**config.mk**
```make
export PLATFORM = sky130hd
export DESIGN_NAME = ook_remote_frame_encoder
export DESIGN_NICKNAME = d
export VERILOG_FILES = /design/src/rtl/orfe_pkg.sv /design/src/rtl/orfe_front.sv /design/src/rtl/orfe_queue.sv /design/src/rtl/orfe_back.sv /design/src/rtl/ook_remote_frame_encoder.sv
export SDC_FILE = /design/constraint.sdc
export NUM_CORES = 1
export LEC_CHECK = 0
export ABC_AREA = 1
export BUFFER_PORTS_ARGS = -buffer_cell sky130_fd_sc_hd__buf_2
export CAP_MARGIN = 0
export CORE_ASPECT_RATIO = 0.9
export CORE_MARGIN = 4
export CORE_UTILIZATION = 41
export DETAILED_ROUTE_END_ITERATION = 10
export PLACE_DENSITY = 0.68
export SYNTH_ARGS = -nofsm -noshare
export SYNTH_HDL_FRONTEND = slang
export SYNTH_SLANG_ARGS = --single-unit
export TNS_END_PERCENT = 10
```
**constraint.sdc**
```tcl
create_clock -name clk -period 3.65 [get_ports clk]
set_input_delay 0.365 -clock clk [delete_from_list [all_inputs] [get_ports clk]]
set_output_delay 0.365 -clock clk [all_outputs]
set_load 0.02 [all_outputs]
```
**src/rtl/orfe_pkg.sv**
```systemverilog
// shared types and constants for the ook remote frame encoder
// used by orfe_front, orfe_back and the top level; no dependencies
`timescale 1ns / 1ps
`default_nettype none

package orfe_pkg;

  localparam int TX_CODE_W  = 26;
  localparam int CODE_MAX_W = 32;
  localparam int SYM_W      = 2;
  localparam int COUNT_W    = 3;

  typedef enum logic [SYM_W-1:0] {
    SYM_SHORT = 2'd0,
    SYM_ZERO  = 2'd1,
    SYM_SYNC  = 2'd2,
    SYM_PAUSE = 2'd3
  } sym_t;

  localparam logic [COUNT_W-1:0] COUNT_PAIR  = 3'd2;
  localparam logic [COUNT_W-1:0] COUNT_GROUP = 3'd4;

  typedef struct packed {
    sym_t                s0;
    sym_t                s1;
    sym_t                s2;
    sym_t                s3;
    logic [COUNT_W-1:0]  count;
    logic                last;
  } res_t;

  function automatic res_t sync_res();
    res_t r;
    r = '{s0: SYM_SHORT, s1: SYM_SYNC, s2: SYM_SHORT, s3: SYM_SHORT,
          count: COUNT_PAIR, last: 1'b0};
    return r;
  endfunction

  function automatic res_t pause_res();
    res_t r;
    r = '{s0: SYM_SHORT, s1: SYM_PAUSE, s2: SYM_SHORT, s3: SYM_SHORT,
          count: COUNT_PAIR, last: 1'b1};
    return r;
  endfunction

  // one bit: short,zero,short,short; zero bit: short,short,short,zero
  function automatic res_t bit_res(input logic b);
    res_t r;
    r.s0    = SYM_SHORT;
    r.s1    = b ? SYM_ZERO : SYM_SHORT;
    r.s2    = SYM_SHORT;
    r.s3    = b ? SYM_SHORT : SYM_ZERO;
    r.count = COUNT_GROUP;
    r.last  = 1'b0;
    return r;
  endfunction

endpackage

`default_nettype wire

```
**src/rtl/orfe_front.sv**
```systemverilog
// front end: accepts commands and packs them into the frame bit word
// uses orfe_pkg; feeds the command queue
`timescale 1ns / 1ps
`default_nettype none

module orfe_front
  import orfe_pkg::*;
#(
  parameter int CODE_BITS = 26
) (
  input  wire logic                    clk,
  input  wire logic                    rst,
  input  wire logic                    push,
  output logic                         full,
  input  wire logic [TX_CODE_W-1:0]    tx_code,
  input  wire logic                    command_on,
  input  wire logic [1:0]              channel,
  input  wire logic [1:0]              unit,
  output logic                         q_push,
  output logic [CODE_BITS+5:0]         q_data,
  input  wire logic                    q_full
);

  localparam int FRAME_BITS = CODE_BITS + 6;

  logic                    hold_valid;
  logic [FRAME_BITS-1:0]   hold_word;
  logic [CODE_MAX_W-1:0]   code_ext;
  logic                    accept;

  // code bits above the field go out as zeros
  assign code_ext = CODE_MAX_W'(tx_code);

  assign q_push = hold_valid && !q_full;
  assign full   = hold_valid && q_full;
  assign accept = push && !full;
  assign q_data = hold_word;

  always_ff @(posedge clk) begin
    if (rst) begin
      hold_valid <= 1'b0;
    end else if (accept) begin
      hold_valid <= 1'b1;
    end else if (q_push) begin
      hold_valid <= 1'b0;
    end
  end

  // sent msb first: code, group bit, command, channel, unit
  always_ff @(posedge clk) begin
    if (accept) begin
      hold_word <= {code_ext[CODE_BITS-1:0], 1'b0, command_on, channel, unit};
    end
  end

endmodule

`default_nettype wire

```
**src/rtl/orfe_queue.sv**
```systemverilog
// two-entry command queue between front and back end
// no package dependencies
`timescale 1ns / 1ps
`default_nettype none

module orfe_queue #(
  parameter int WIDTH = 32
) (
  input  wire logic              clk,
  input  wire logic              rst,
  input  wire logic              wr_en,
  input  wire logic [WIDTH-1:0]  wr_data,
  output logic                   q_full,
  input  wire logic              rd_en,
  output logic [WIDTH-1:0]       rd_data,
  output logic                   q_empty
);

  logic [WIDTH-1:0] mem [2];
  logic             wr_ptr;
  logic             rd_ptr;
  logic [1:0]       fill;

  assign q_full  = (fill == 2'd2);
  assign q_empty = (fill == 2'd0);
  assign rd_data = mem[rd_ptr];

  always_ff @(posedge clk) begin
    if (wr_en) begin
      mem[wr_ptr] <= wr_data;
    end
  end

  always_ff @(posedge clk) begin
    if (rst) begin
      wr_ptr <= 1'b0;
      rd_ptr <= 1'b0;
      fill   <= 2'd0;
    end else begin
      if (wr_en) begin
        wr_ptr <= ~wr_ptr;
      end
      if (rd_en) begin
        rd_ptr <= ~rd_ptr;
      end
      unique case ({wr_en, rd_en})
        2'b10:   fill <= fill + 2'd1;
        2'b01:   fill <= fill - 2'd1;
        default: fill <= fill;
      endcase
    end
  end

endmodule

`default_nettype wire

```
**src/rtl/orfe_back.sv**
```systemverilog
// back end: walks one frame word into symbol results, one per cycle unless the result side stalls
// uses orfe_pkg; pulls from the command queue, holds the result register
`timescale 1ns / 1ps
`default_nettype none

module orfe_back
  import orfe_pkg::*;
#(
  parameter int CODE_BITS = 26
) (
  input  wire logic                  clk,
  input  wire logic                  rst,
  input  wire logic [CODE_BITS+5:0]  q_data,
  input  wire logic                  q_empty,
  output logic                       q_pop,
  output res_t                       res,
  output logic                       res_valid,
  input  wire logic                  res_pop
);

  localparam int FRAME_BITS = CODE_BITS + 6;
  localparam int CNT_W      = $clog2(FRAME_BITS);
  localparam logic [CNT_W-1:0] CNT_START = CNT_W'(FRAME_BITS - 1);
  localparam logic [CNT_W-1:0] CNT_ONE   = CNT_W'(1);

  typedef enum logic [2:0] {
    ST_IDLE = 3'b001,
    ST_BITS = 3'b010,
    ST_END  = 3'b100
  } state_t;

  state_t                 state;
  logic [FRAME_BITS-1:0]  shreg;
  logic [CNT_W-1:0]       left;
  logic                   advance;

  assign advance = !res_valid || res_pop;
  assign q_pop   = advance && (state == ST_IDLE) && !q_empty;

  always_ff @(posedge clk) begin
    if (rst) begin
      state     <= ST_IDLE;
      res_valid <= 1'b0;
    end else if (advance) begin
      unique case (state)
        ST_IDLE: begin
          res_valid <= !q_empty;
          if (!q_empty) begin
            state <= ST_BITS;
          end
        end
        ST_BITS: begin
          res_valid <= 1'b1;
          if (left == '0) begin
            state <= ST_END;
          end
        end
        ST_END: begin
          res_valid <= 1'b1;
          state     <= ST_IDLE;
        end
        default: state <= ST_IDLE;
      endcase
    end
  end

  // payload side: frame bits shift out msb first
  always_ff @(posedge clk) begin
    if (advance) begin
      unique case (state)
        ST_IDLE: begin
          shreg <= q_data;
          left  <= CNT_START;
          res   <= sync_res();
        end
        ST_BITS: begin
          shreg <= {shreg[FRAME_BITS-2:0], 1'b0};
          left  <= left - CNT_ONE;
          res   <= bit_res(shreg[FRAME_BITS-1]);
        end
        ST_END: begin
          res <= pause_res();
        end
        default: res <= pause_res();
      endcase
    end
  end

endmodule

`default_nettype wire

```
**src/rtl/ook_remote_frame_encoder.sv**
```systemverilog
// channel   | handshake         | payload
// ----------+-------------------+------------------------------------------
// command   | push / full       | tx_code, command_on, channel, unit
// result    | pop / empty       | sym_first..sym_fourth, symbol_count, last
//
// each command becomes CODE_BITS + 8 results (34 by default), one per cycle while pop keeps up;
// the back end sequencer emits one result a cycle unless the result side stalls,
// so a steady stream runs with no gap between frames.
// when idle, a command passes the holding register and a queue entry before its first result is registered.
// rst is synchronous and empties the holding register, the queue and the result register; no clearing pass.
// a stalled result side stops the sequencer; the front still takes
// up to three commands (holding register plus two queue entries).
// top level: front end, command queue and back end of the frame encoder
// uses orfe_pkg, orfe_front, orfe_queue, orfe_back
`timescale 1ns / 1ps
`default_nettype none

module ook_remote_frame_encoder
  import orfe_pkg::*;
#(
  parameter int CODE_BITS = 26
) (
  input  wire logic                  clk,
  input  wire logic                  rst,
  input  wire logic                  push,
  output logic                       full,
  input  wire logic [TX_CODE_W-1:0]  tx_code,
  input  wire logic                  command_on,
  input  wire logic [1:0]            channel,
  input  wire logic [1:0]            unit,
  output logic                       empty,
  input  wire logic                  pop,
  output logic [SYM_W-1:0]           sym_first,
  output logic [SYM_W-1:0]           sym_second,
  output logic [SYM_W-1:0]           sym_third,
  output logic [SYM_W-1:0]           sym_fourth,
  output logic [COUNT_W-1:0]         symbol_count,
  output logic                       last
);

  localparam int FRAME_BITS = CODE_BITS + 6;

  logic                   q_push;
  logic [FRAME_BITS-1:0]  q_wdata;
  logic                   q_full;
  logic                   q_pop;
  logic [FRAME_BITS-1:0]  q_rdata;
  logic                   q_empty;
  res_t                   res;
  logic                   res_valid;

  orfe_front #(.CODE_BITS(CODE_BITS)) u_front (
    .clk        (clk),
    .rst        (rst),
    .push       (push),
    .full       (full),
    .tx_code    (tx_code),
    .command_on (command_on),
    .channel    (channel),
    .unit       (unit),
    .q_push     (q_push),
    .q_data     (q_wdata),
    .q_full     (q_full)
  );

  orfe_queue #(.WIDTH(FRAME_BITS)) u_queue (
    .clk     (clk),
    .rst     (rst),
    .wr_en   (q_push),
    .wr_data (q_wdata),
    .q_full  (q_full),
    .rd_en   (q_pop),
    .rd_data (q_rdata),
    .q_empty (q_empty)
  );

  orfe_back #(.CODE_BITS(CODE_BITS)) u_back (
    .clk       (clk),
    .rst       (rst),
    .q_data    (q_rdata),
    .q_empty   (q_empty),
    .q_pop     (q_pop),
    .res       (res),
    .res_valid (res_valid),
    .res_pop   (pop)
  );

  assign empty        = !res_valid;
  assign sym_first    = res.s0;
  assign sym_second   = res.s1;
  assign sym_third    = res.s2;
  assign sym_fourth   = res.s3;
  assign symbol_count = res.count;
  assign last         = res.last;

endmodule

`default_nettype wire

```
# Yosys cells after proc, flatten, opt, wreduce, memory -nomap -nowiden
# Memory sizes are Yosys's and may differ from the RTL's. A register that Yosys moved wholly into a read port is not among the register bits.
# Index checks and enable logic that the tools add are counted.
# W data, S select, Z words.
[word_totals]
out_inout_bits = 14
register_bits = 89
inputBits = 35
n_memories = 1
ramBits = 62
[mem_list]
columns = ["name", "depth", "width", "rd", "rd_ports_with_merged_regs", "wr", "line", "text"]
rows = [
  ["u_queue.mem", 2, 31, 1, 1, 1, "orfe_queue.sv:19", "logic [WIDTH-1:0] mem [2];"],
]
[op_classes]
n_mux = 16
n_reduce_logical = 20
add_sub_neg = 3
eq_ne = 8
bitwise_logic = 2
[ops]
columns = ["op", "count"]
rows = [
  ["$pmux W32 S2", 1],
  ["$pmux W10 S2", 1],
  ["$pmux W5 S2", 1],
  ["$mux W1", 8],
  ["$reduce_bool A2 Y1", 4],
  ["$mux W3", 2],
  ["$pmux W3 S2", 1],
  ["$logic_and A1 B1 Y1", 5],
  ["$logic_not A5 Y1", 1],
  ["$sub A5 B1 Y5 const B", 1],
  ["$eq A2 B2 Y1 const B", 2],
  ["$logic_not A1 Y1", 4],
  ["$pmux W2 S2", 1],
  ["$reduce_and A2 Y1", 2],
  ["$eq A3 B1 Y1 const B", 1],
  ["$eq A3 B2 Y1 const B", 1],
  ["$eq A3 B3 Y1 const B", 1],
  ["$reduce_and A3 Y1", 1],
  ["$add A2 B1 Y2 const B", 1],
  ["$eq A2 B1 Y1 const B", 1],
  ["$logic_not A2 Y1", 1],
  ["$ne A2 B1 Y1 const B", 1],
  ["$ne A2 B2 Y1 const B", 1],
  ["$not A1 Y1", 2],
  ["4 further kinds", 4],
]

# Longest topological paths before layout
# Gate-level depths: netlist of run 1.
[logic_depth]
word_depth = 6
depth_mapped = 9

# Hierarchy
# A second synthesis of run 1 with hierarchy kept.
[unflattened]
cells_unflattened = 382
area_unflattened_um2 = 5761.8
[by_module_without_submodules]
columns = ["mod", "area_each_um2", "cells_each", "instances", "seq_area_each_um2"]
rows = [
  ["orfe_queue", 2691.3, 133, 1, 2021.9],
  ["orfe_back", 2070.7, 207, 1, 1341.3],
  ["orfe_front", 996.0, 41, 1, 950.9],
  ["ook_remote_frame_encoder", 3.8, 1, 1, 0.0],
]

# Worst setup path after synthesis of run 1
# OpenSTA, ideal clock, no wires.
[synth_path]
path_type = "reg-to-reg"
startpoint = "reg u_back.state[1]"
endpoint = "reg u_back.left[0] (enable)"
required_time_ns = 3.206
arrival_ns = 2.563
path_stages_with_launch = 7
synth_period_minus_slack_ns = 3.006
n_path_buf = 0
path_slack_ns = 0.644
cell_sequence = "dfxtp_1 inv_1 nor2_1 nand2_2 nand2_1 inv_1 a21oi_1"
[synth_via]
elab_chain_cells = 3
[synth_rtl]
columns = ["item", "line", "text"]
rows = [
  ["from (decl)", "orfe_back.sv:32", "state_t state;"],
  ["from (signal assigned)", "orfe_back.sv:42", "state <= ST_IDLE;"],
  ["from (signal assigned)", "orfe_back.sv:49", "state <= ST_BITS;"],
  ["from (signal assigned)", "orfe_back.sv:55", "state <= ST_END;"],
  ["$eq A3 B2 Y1 or $eq A3 B1 Y1 (tied branches)", "orfe_back.sv:70", "unique case (state)"],
  ["$reduce_bool A2 Y1 (no line) (*)", "-", ""],
  ["$reduce_and A2 Y1 (no line) (*)", "-", ""],
  ["to (signal assigned)", "orfe_back.sv:78", "left <= left - CNT_ONE;"],
  ["to (decl)", "orfe_back.sv:34", "logic [CNT_W-1:0] left;"],
]
# Every way passes the cells marked *; elsewhere a longest branch is shown, timed or not.
# A chain may end at the register's enable or synchronous reset.

# Final worst setup path of run 1
[layout_path]
startpoint = "reg u_back.state[1]"
endpoint = "reg u_back.shreg[21] (enable)"
[layout_via]
elab_chain_cells = 3
[layout_rtl]
columns = ["item", "line", "text"]
rows = [
  ["$eq A3 B2 Y1 or $eq A3 B1 Y1 (tied branches)", "orfe_back.sv:70", ""],
  ["$reduce_bool A2 Y1 (no line) (*)", "-", ""],
  ["$reduce_and A2 Y1 (no line) (*)", "-", ""],
  ["to (signal assigned)", "orfe_back.sv:72", "shreg <= q_data;"],
  ["to (signal assigned)", "orfe_back.sv:77", "shreg <= {shreg[FRAME_BITS-2:0], 1'b0};"],
  ["to (decl)", "orfe_back.sv:33", "logic [FRAME_BITS-1:0] shreg;"],
]
# Marked as above.

==> metrics.yaml, run 1 <==
critPathMaxFanout: 37
period_minus_slack_ps: 2150
final_common_cell: "edfxtp_1"
crit_required_ps: 3670
antenna_found_initial: 0
clockBufferDepth: 2
antenna_cells_inserted: 0
path_buf_inv: 2
die_x_um: 129
finalNonFillerCells: 624
hold_end: "u_front.q_data[20]"
synth.distinct_cells: 28
drive_gt1_share_pct: 18.5
crit_arrival_ps: 2170
root_buffer: "clkbuf_16"
hp-start: "tx_code[14]"
post_cts_buffers: 0
end_kind: "flop"
drc: 0
grt_max_degree: 62
cts_sinks: 145
ys_ff_latch: 145
post-place-ws_ps: 1460
worstMarginPinSlew_ps: 1130
fmax_mhz: 464
rrSetupSlack_ps: 1500
path_common_cell: "inv_1"
hold_viol: 0
io_buffers: 42
area_delta_synth_final_pct: 18.4
hold_depth: 1
initial_core_util_pct: 42.4
fin_hold_ws_ps: 126
drt_wl_total_mm: 8.02
route.met3.wl_um: 448
fin_nets: 485
max_stage_delay_ps: 860
track_usage_pct: 11.8
clk_latency_ps: 410
hpwlAfterDp_mm: 4.87
crit_family: "compound AO/OA/AOI/OAI gates"
cts.clk_slew.worst_paths_ps: 60
ctsHoldBuffers: 0
worstSetupStartpointType: "flop"
ant_nets: 0
grt.overflow.total: 0
crit_type: "flop to flop"
syn_inst: 398
fin_crit_sh_pct: 59.0
power_mw: 5.08
rows: 39
outcome: "finished clean"
vias: 2883
core_area_um2: 12800
r2r-end: "u_back.shreg[21]"
syn_area_um2: 5440
cts_made_buffers: 17
rsz0062_at_grt: "false"
first_pass_iters: 5
yosysSeqAreaShare_pct: 78.2
r2r-start: "u_back.state[1]"
holdCritPathClass: "input pin to flop"
routedWlPerCell_um: 12.9
setup_slack_ps: 1500
cp_cell_sequence: "inv_1, nor2_1, nand2_2, nand2_1, inv_1, a21oi_4"
first_iter_violations: 158
slew_violations: 0
slew_headroom_pct: 24.3
max_cap_viol_count: 0
cts_tree: "yes"
top_layer: "met4"
dp_cells: 593
die_h_um: 117
cts_resized: 0
p_leak_nw: 2.37
grt_pass1_vias: 2972
yosysWarnings: 0
powerDensity_nw_per_um2: 789
viasPerCell: 4.62
route.met2.wl_mm: 3.84
worstRegToRegCells: 6
cts_max_level: 4
fin_worst_skew_ps: 9.02
setup_viol: 0
vdd_drop_max_mv: 0.378
grt_pass1_wl_mm: 13.9
fill_cells: 1070
gp_congestion: 0.750
pin_count: 49
tns_ps: 0
layout_common_cells: "edfxtp_1 (135), nand2_1 (78), o21ai_0 (61), inv_1 (48), buf_2 (42)"
crit_slowest_cell: "a21oi_4"
met1Wirelength_mm: 3.65
die-area_um2: 15200
synth.avg_cell_area_um2: 13.7
==> where the power goes <==
part	switching (mW)	internal [mW]	total, mW
combinational	0.492	0.210	0.703
clock	0.607	1.26	1.87
sequential	0.190	2.32	2.51
==> flip-flops by register name, indices dropped and copies added (netlist names), named ones only <==
name,cells
u_queue.mem,62
u_back.shreg,32
u_front.q_data,31
u_back.left,5
u_back.res,5
u_back.state,3
u_queue.fill,2
u_back.res_valid,1
u_front.hold_valid,1
u_queue.rd_ptr,1
u_queue.wr_ptr,1
==> area by class of cell <==
type                            instances  area (µm²)  share of cell area (%)
Clock buffer                           17         425                    6.60
Clock inverter                         14         219                    3.40
Inverter                               48         180                    2.80
Multi-Input combinational cell        189         912                    14.2
Sequential cell                       145        4260                    66.0
Tap cell                              164         205                    3.18
Timing Repair Buffer                   47         248                    3.84
==> logic make-up after synthesis <==
logic type,after synthesis,synth area share (%)
AO/OA/AOI/OAI,78,7.26
other,1,0.0689
adder cells (fa/ha/maj),2,0.460
AND/OR/NAND/NOR,100,7.68
buffers and inverters,69,5.84
XOR/XNOR,2,0.322
multiplexers,1,0.207
flip-flops,145,78.2
==> worst register-to-register path, cell delays in order (launching register included) <==
cell	delay [ps]
dfxtp_1	350
inv_1	120
nor2_1	130
nand2_2	130
nand2_1	80
inv_1	90
a21oi_4	860
==> cells in the mapped netlist <==
cell,number,area [µm²]
a21oi_1,10,50.1
a21oi_2,1,8.76
a31oi_1,1,6.26
buf_2,4,20.0
buf_4,10,75.1
buf_6,2,22.5
clkbuf_1,4,15.0
clkbuf_2,1,5.00
conb_1,1,3.75
dfxtp_1,10,200
edfxtp_1,135,4050
ha_1,2,25.0
inv_1,48,180
mux2_2,1,11.3
nand2_1,78,293
nand2_2,2,12.5
nand2_4,1,11.3
nand3_1,3,15.0
nand3_2,1,10.0
nor2_1,9,33.8
nor2_4,1,11.3
nor3_1,3,15.0
nor3_2,1,10.0
o21ai_0,61,305
o21ai_1,5,25.0
or2_1,1,6.26
xnor2_1,1,8.76
xor2_1,1,8.76
==> worst max path at each step <==
stage	startpoint	end	slack, ps	cells past startpoint
detailed placement	u_back.state[1]	u_back.shreg[15]	1460	6
finish	u_back.state[1]	u_back.shreg[21]	1500	6
CTS	u_back.state[1]	u_back.shreg[26]	1460	6
floorplan	u_back.state[1]	u_back.left[0]	640	6
global placement	u_back.state[1]	u_back.shreg[15]	1580	6
global route	u_back.state[1]	u_back.shreg[29]	1300	6
==> through the flow <==
stage	cell area [µm²]	utilization, %
after global placement	5800	45.2
after detailed placement	5800	45.2
after global routing	6440	50.2
after floorplan	5460	-
final	6440	50.2
after CTS	6440	50.2
==> per-layer routing <==
| layer | track usage [%] | vias to the layer above |
|---|---|---|
| met1 | 14.9 | 1345 |
| met3 | 4.27 | 6 |
| met4 | 5.97 | 0 |
| met2 | 17.8 | 68 |
| met5 | 0 | - |
| li1 | - | 1464 |
(Power assumes the default switching activity.)
==> run 2, diff against run 1 <==
==> constraint.sdc (replaced) <==
create_clock -name clk -period 2 [get_ports clk]
set_input_delay 0.2 -clock clk [delete_from_list [all_inputs] [get_ports clk]]
set_output_delay 0.2 -clock clk [all_outputs]
set_load 0.02 [all_outputs]
==> run 2 against run 1 <==
Against the previous run: final area increased by 5.0%; wire length shrank 2.3%; first-iteration DRC count grew 44%; largest power group unchanged; sequential cell count stayed put; largest cell class unchanged; clock power increased by 56%; register-to-register slack got worse by 1200 ps; critical path depth rose by 2; sequential power grew 77%; setup slack got worse by 1200 ps.
==> metrics.yaml, run 2 (same netlist as run 1, synthesis figures left out) <==
outcome: "finished clean"
slew_violations: 0  # unchanged
vias: 2980  # +3.4%
fmax_mhz: 597  # +29%
crit_arrival_ps: 1970  # -200 ps
die_h_um: 117  # unchanged
vdd_drop_max_mv: 0.754  # +100%
cts.clk_slew.worst_paths_ps: 60  # about the same
fin_worst_skew_ps: 7.10  # -1.92 ps
worstSetupStartpointType: "flop"
clk_latency_ps: 410  # about the same
period_minus_slack_ps: 1670  # -481 ps
antenna_cells_inserted: 0  # unchanged
post_cts_buffers: 0  # unchanged
core_area_um2: 12800  # unchanged
end_kind: "flop"
root_buffer: "clkbuf_16"
cp_cell_sequence: "inv_1, nand3_2, nor2_4, ha_1, a21oi_1, o21ai_0, o21ai_0, a21oi_1"
finalInstanceArea_um2: 6770  # +5.0%
dp_cells: 596  # +0.51%
cts_made_buffers: 17  # unchanged
initial_core_util_pct: 42.4  # unchanged
hpwlAfterDp_mm: 4.64  # -4.7%
die_x_um: 129  # unchanged
final_common_cell: "edfxtp_1"
max_stage_delay_ps: 330  # -530 ps
area_delta_synth_final_pct: 24.3
p_leak_nw: 2.49  # +4.9%
grt_pass1_vias: 2907  # -2.2%
first_pass_iters: 4  # -1
largest_register_ffs: 62  # unchanged
crit_family: "compound AO/OA/AOI/OAI gates"
cts_max_level: 4  # unchanged
critPathMaxFanout: 6  # -84%
tns_ps: 0  # unchanged
routedWlPerCell_um: 11.9  # -7.4%
antenna_found_initial: 0  # unchanged
path_buf_inv: 1  # -1
drc: 0  # unchanged
powerDensity_nw_per_um2: 1320  # +68%
fin_nets: 520  # +7.2%
largest_register: "u_queue.mem"
first_iter_violations: 227  # +44%
max_cap_viol_count: 0  # unchanged
cts_sinks: 145  # unchanged
crit_slowest_cell: "dfxtp_1"
gp_congestion: 0.725  # -3.3%
placed_area_um2: 5900  # +1.6%
pin_count: 49  # unchanged
layout_common_cells: "edfxtp_1 (135), nand2_1 (78), o21ai_0 (61), inv_1 (48), buf_2 (42)"
clockBufferDepth: 2  # unchanged
finalNonFillerCells: 658  # +5.4%
crit_type: "flop to flop"
grt_pass1_wl_mm: 13.4  # -3.7%
viasPerCell: 4.53  # -2.0%
die-area_um2: 15200  # unchanged
setup_viol: 0  # unchanged
track_usage_pct: 11.3  # -0.48 points
grt.overflow.total: 0  # unchanged
crit_required_ps: 2300  # -1370 ps
drt_wl_total_mm: 7.84  # -2.3%
rsz0062_at_grt: "false"
io_buffers: 42  # unchanged
hold_viol: 0  # unchanged
rows: 39  # unchanged
cts_tree: "yes"
ant_nets: 0  # unchanged
holdCritPathClass: "input pin to flop"
fin_crit_sh_pct: 83.7  # +25 points
grt_max_degree: 66  # +6.5%
drive_gt1_share_pct: 17.6  # -0.87 points
==> run 2: report_power, final <==
part	leakage (nW)	internal, mW	total (mW)	switching (mW)
logic	0.870	0.544	1.58	1.04
registers	1.36	4.22	4.44	0.222
clock network	0.258	1.81	2.92	1.11
==> run 2: area by class of cell <==
type	count	area, µm²
Timing Repair Buffer	82	653
Clock buffer	19	433
Sequential cell	145	4260
Multi-Input combinational cell	189	922
Inverter	48	180
Clock inverter	11	116
Tap cell	164	205
Fill cell	1015	6070
==> run 2: worst paths after layout <==
path	start	endpoint	slack, ps	cells after the start
max	u_back.state[1]	u_queue.fill[1]	330	8
min	push	u_front.hold_valid	60	3
max reg2reg	u_back.state[1]	u_queue.fill[1]	330	8
min reg2reg	u_front.q_data[21]	u_queue.mem[0][20]	440	0
==> run 2: repair_timing <==
item,4_1_cts,5_1_grt
resized for setup,0,0
hold endpoints to repair,32,0
hold buffers,32,0
==> run 2: routing by layer <==
metal / vias to the layer above / GRT usage, % / wire, µm
met5: - / 0 / 0
met4: 0 / 5.06 / 153
met3: 15 / 4.32 / 382
met2: 69 / 17.3 / 3790
met1: 1363 / 14.3 / 3510
li1: 1533 / - / -
==> run 2: metrics by stage <==
| stage | hold WS [ps] | power [mW] | util, % | setup slack [ps] |
|---|---|---|---|---|
| floorplan | 262 | 5.54 | - | -289 |
| global placement | 376 | 5.99 | 45.9 | 404 |
| detailed placement | 378 | 6.06 | 45.9 | 362 |
| CTS | 48.3 | 9.05 | 52.7 | 348 |
| global route | 78.7 | 9.45 | 52.7 | 170 |
| finish | 63.3 | 8.94 | 52.7 | 326 |
==> run 2: worst register-to-register path, stage by stage (launching register included) <==
cell and delay, ps:
dfxtp_1 330, inv_1 160, nand3_2 160, nor2_4 200, ha_1 270, a21oi_1 120
o21ai_0 120, o21ai_0 160, a21oi_1 50
==> run 3, diff against run 2 <==
--- a/config.mk
+++ b/config.mk
@@ -12,7 +12,7 @@
 export CORE_MARGIN = 4
 export CORE_UTILIZATION = 41
 export DETAILED_ROUTE_END_ITERATION = 10
-export PLACE_DENSITY = 0.68
+export PLACE_DENSITY = 0.7
 export SYNTH_ARGS = -nofsm -noshare
 export SYNTH_HDL_FRONTEND = slang
 export SYNTH_SLANG_ARGS = --single-unit
==> constraint.sdc (replaced) <==
create_clock -name clk -period 1.5 [get_ports clk]
set_input_delay 0.15 -clock clk [delete_from_list [all_inputs] [get_ports clk]]
set_output_delay 0.15 -clock clk [all_outputs]
set_load 0.02 [all_outputs]
==> run 3 against run 2 <==
Against the previous run: global-route usage increased by 1.1 points; clock skew increased by 1.0 ps; setup slack got worse by 290 ps; final area increased by 2.8%; critical path type unchanged; largest power group unchanged; highest routed layer unchanged.
==> metrics.yaml, run 3 (same netlist as run 1, synthesis figures left out) <==
clk_latency_ps: 410  # about the same
grt_pass1_vias: 3084  # +6.1%
grt_pass1_wl_mm: 14.4  # +7.8%
holdCritPathClass: "input pin to flop"
max_cap_viol_count: 0  # unchanged
cp_cell_sequence: "nor3_4, buf_12, o21ai_0"
antenna_found_initial: 0  # unchanged
core_area_um2: 12800  # unchanged
cts_sinks: 145  # unchanged
post_cts_buffers: 0  # unchanged
finalInstanceArea_um2: 6950  # +2.8%
vias: 3061  # +2.7%
root_buffer: "clkbuf_16"
dp_cells: 604  # +1.3%
slew_violations: 0  # unchanged
largest_register: "u_queue.mem"
drt_wl_total_mm: 8.62  # +10%
layout_common_cells: "edfxtp_1 (135), nand2_1 (77), o21ai_0 (58), inv_1 (44), buf_2 (41)"
hold_viol: 0  # unchanged
drive_gt1_share_pct: 21.6  # +4.0 points
cts_max_level: 4  # unchanged
fmax_mhz: 685  # +15%
area_delta_synth_final_pct: 27.7
hpwlAfterDp_mm: 4.97  # +7.1%
placed_area_um2: 5980  # +1.4%
rows: 39  # unchanged
gp_congestion: 0.734  # +1.2%
crit_slowest_cell: "nor3_4"
antenna_cells_inserted: 0  # unchanged
die_x_um: 129  # unchanged
die_h_um: 117  # unchanged
worstSetupStartpointType: "flop"
ant_nets: 0  # unchanged
fin_crit_sh_pct: 97.3  # +14 points
initial_core_util_pct: 42.4  # unchanged
grt.overflow.total: 0  # unchanged
crit_arrival_ps: 1600  # -370 ps
crit_type: "flop to flop"
rsz0062_at_grt: "true"
crit_family: "simple AND/OR/NAND/NOR gates"
grt_max_degree: 38  # -42%
fin_worst_skew_ps: 8.11  # +1.00 ps
outcome: "finished clean"
max_stage_delay_ps: 440  # +110 ps
cts.clk_slew.worst_paths_ps: 60  # about the same
end_kind: "flop"
io_buffers: 42  # unchanged
first_iter_violations: 213  # -6.2%
setup_viol: 0  # unchanged
vdd_drop_max_mv: 1.03  # +37%
largest_register_ffs: 62  # unchanged
critPathMaxFanout: 30  # +24
viasPerCell: 4.58  # +1.2%
fin_hold_ws_ps: 235  # +172 ps
path_buf_inv: 1  # unchanged
fin_nets: 529  # +1.7%
clockBufferDepth: 2  # unchanged
cts_tree: "yes"
cts_made_buffers: 17  # unchanged
die-area_um2: 15200  # unchanged
routedWlPerCell_um: 12.9  # +8.3%
drc: 0  # unchanged
first_pass_iters: 5  # +1
final_common_cell: "edfxtp_1"
pin_count: 49  # unchanged
crit_required_ps: 1640  # -660 ps
p_leak_nw: 2.57  # +3.4%
track_usage_pct: 12.4  # +1.1 points
period_minus_slack_ps: 1460  # -215 ps
finalNonFillerCells: 668  # +1.5%
powerDensity_nw_per_um2: 1800  # +36%
## run 3: cell types whose count changed in the layout (fill, tap and decap cells not counted), moves of 2 or more
cell,delta
buf_4,+8
clkinvlp_4,-2
o21ai_0,-3
inv_2,+3
clkinv_2,+2
clkinv_1,-2
inv_1,-4
dfxtp_4,+2
bufinv_16,+2
o21ai_1,+3
dfxtp_1,-3
## run 3: repair_timing
action / in CTS / in global routing
endpoints found under the hold margin: 35 / 0
endpoints found under the setup margin: 2 / 3
gates resized for setup: 6 / 8
hold buffers: 33 / 0
## run 3: area by class of cell
type	count	area [µm²]
clock buffers	20	437
clock inverters	11	164
fillers	996	5880
inverters	48	183
multi-input cells	189	962
flip-flops and latches	145	4260
well taps	164	205
repair buffers	91	738
## run 3: per-layer routing
metal | vias up | GRT usage, % | part of all wire (%)
met5 | - | 0 | 0
met4 | 0 | 5.06 | 1.7
met3 | 12 | 4.82 | 5.2
met2 | 75 | 20.6 | 51
met1 | 1426 | 14.3 | 42
li1 | 1548 | - | -
## run 3: path summary, 6_finish.rpt
kind                                    startpoint                 end  slack [ps]  cells after the start
worst max-delay path               u_back.state[0]    u_back.shreg[13]          40                      3
worst min-delay path                           pop       u_back.res[2]         240                      4
worst min register to register  u_front.q_data[18]  u_queue.mem[1][17]         440                      0
worst max register to register     u_back.state[0]    u_back.shreg[13]          40                      3
## run 3: worst reg2reg max path: cells and delay by family, from the launching register on
kind / cells / cell delay [ps]
AOI/OAI and AO/OA: 1 / 140
and+or+nand+nor: 1 / 440
DFF: 1 / 380
buffers and inverters: 1 / 230
## run 3: stage by stage
step / total power [mW] / setup TNS [ps] / setup WS [ps] / util [%]
2_1_floorplan: 7.41 / -33440 / -318 / -
3_3_place_gp: 8.04 / 0 / 59.0 / 46.6
3_5_place_dp: 8.17 / -65.7 / -65.7 / 46.6
4_1_cts: 12.6 / 0 / 7.81 / 53.9
5_1_grt: 13.2 / -27.8 / -27.8 / 54.2
6_report: 12.5 / 0 / 40.9 / 54.2
## run 3: where the power goes
| group | total [mW] | internal [mW] | switching (mW) |
|---|---|---|---|
| logic | 2.32 | 0.834 | 1.49 |
| clock network | 4.26 | 2.76 | 1.50 |
| registers | 5.95 | 5.64 | 0.306 |
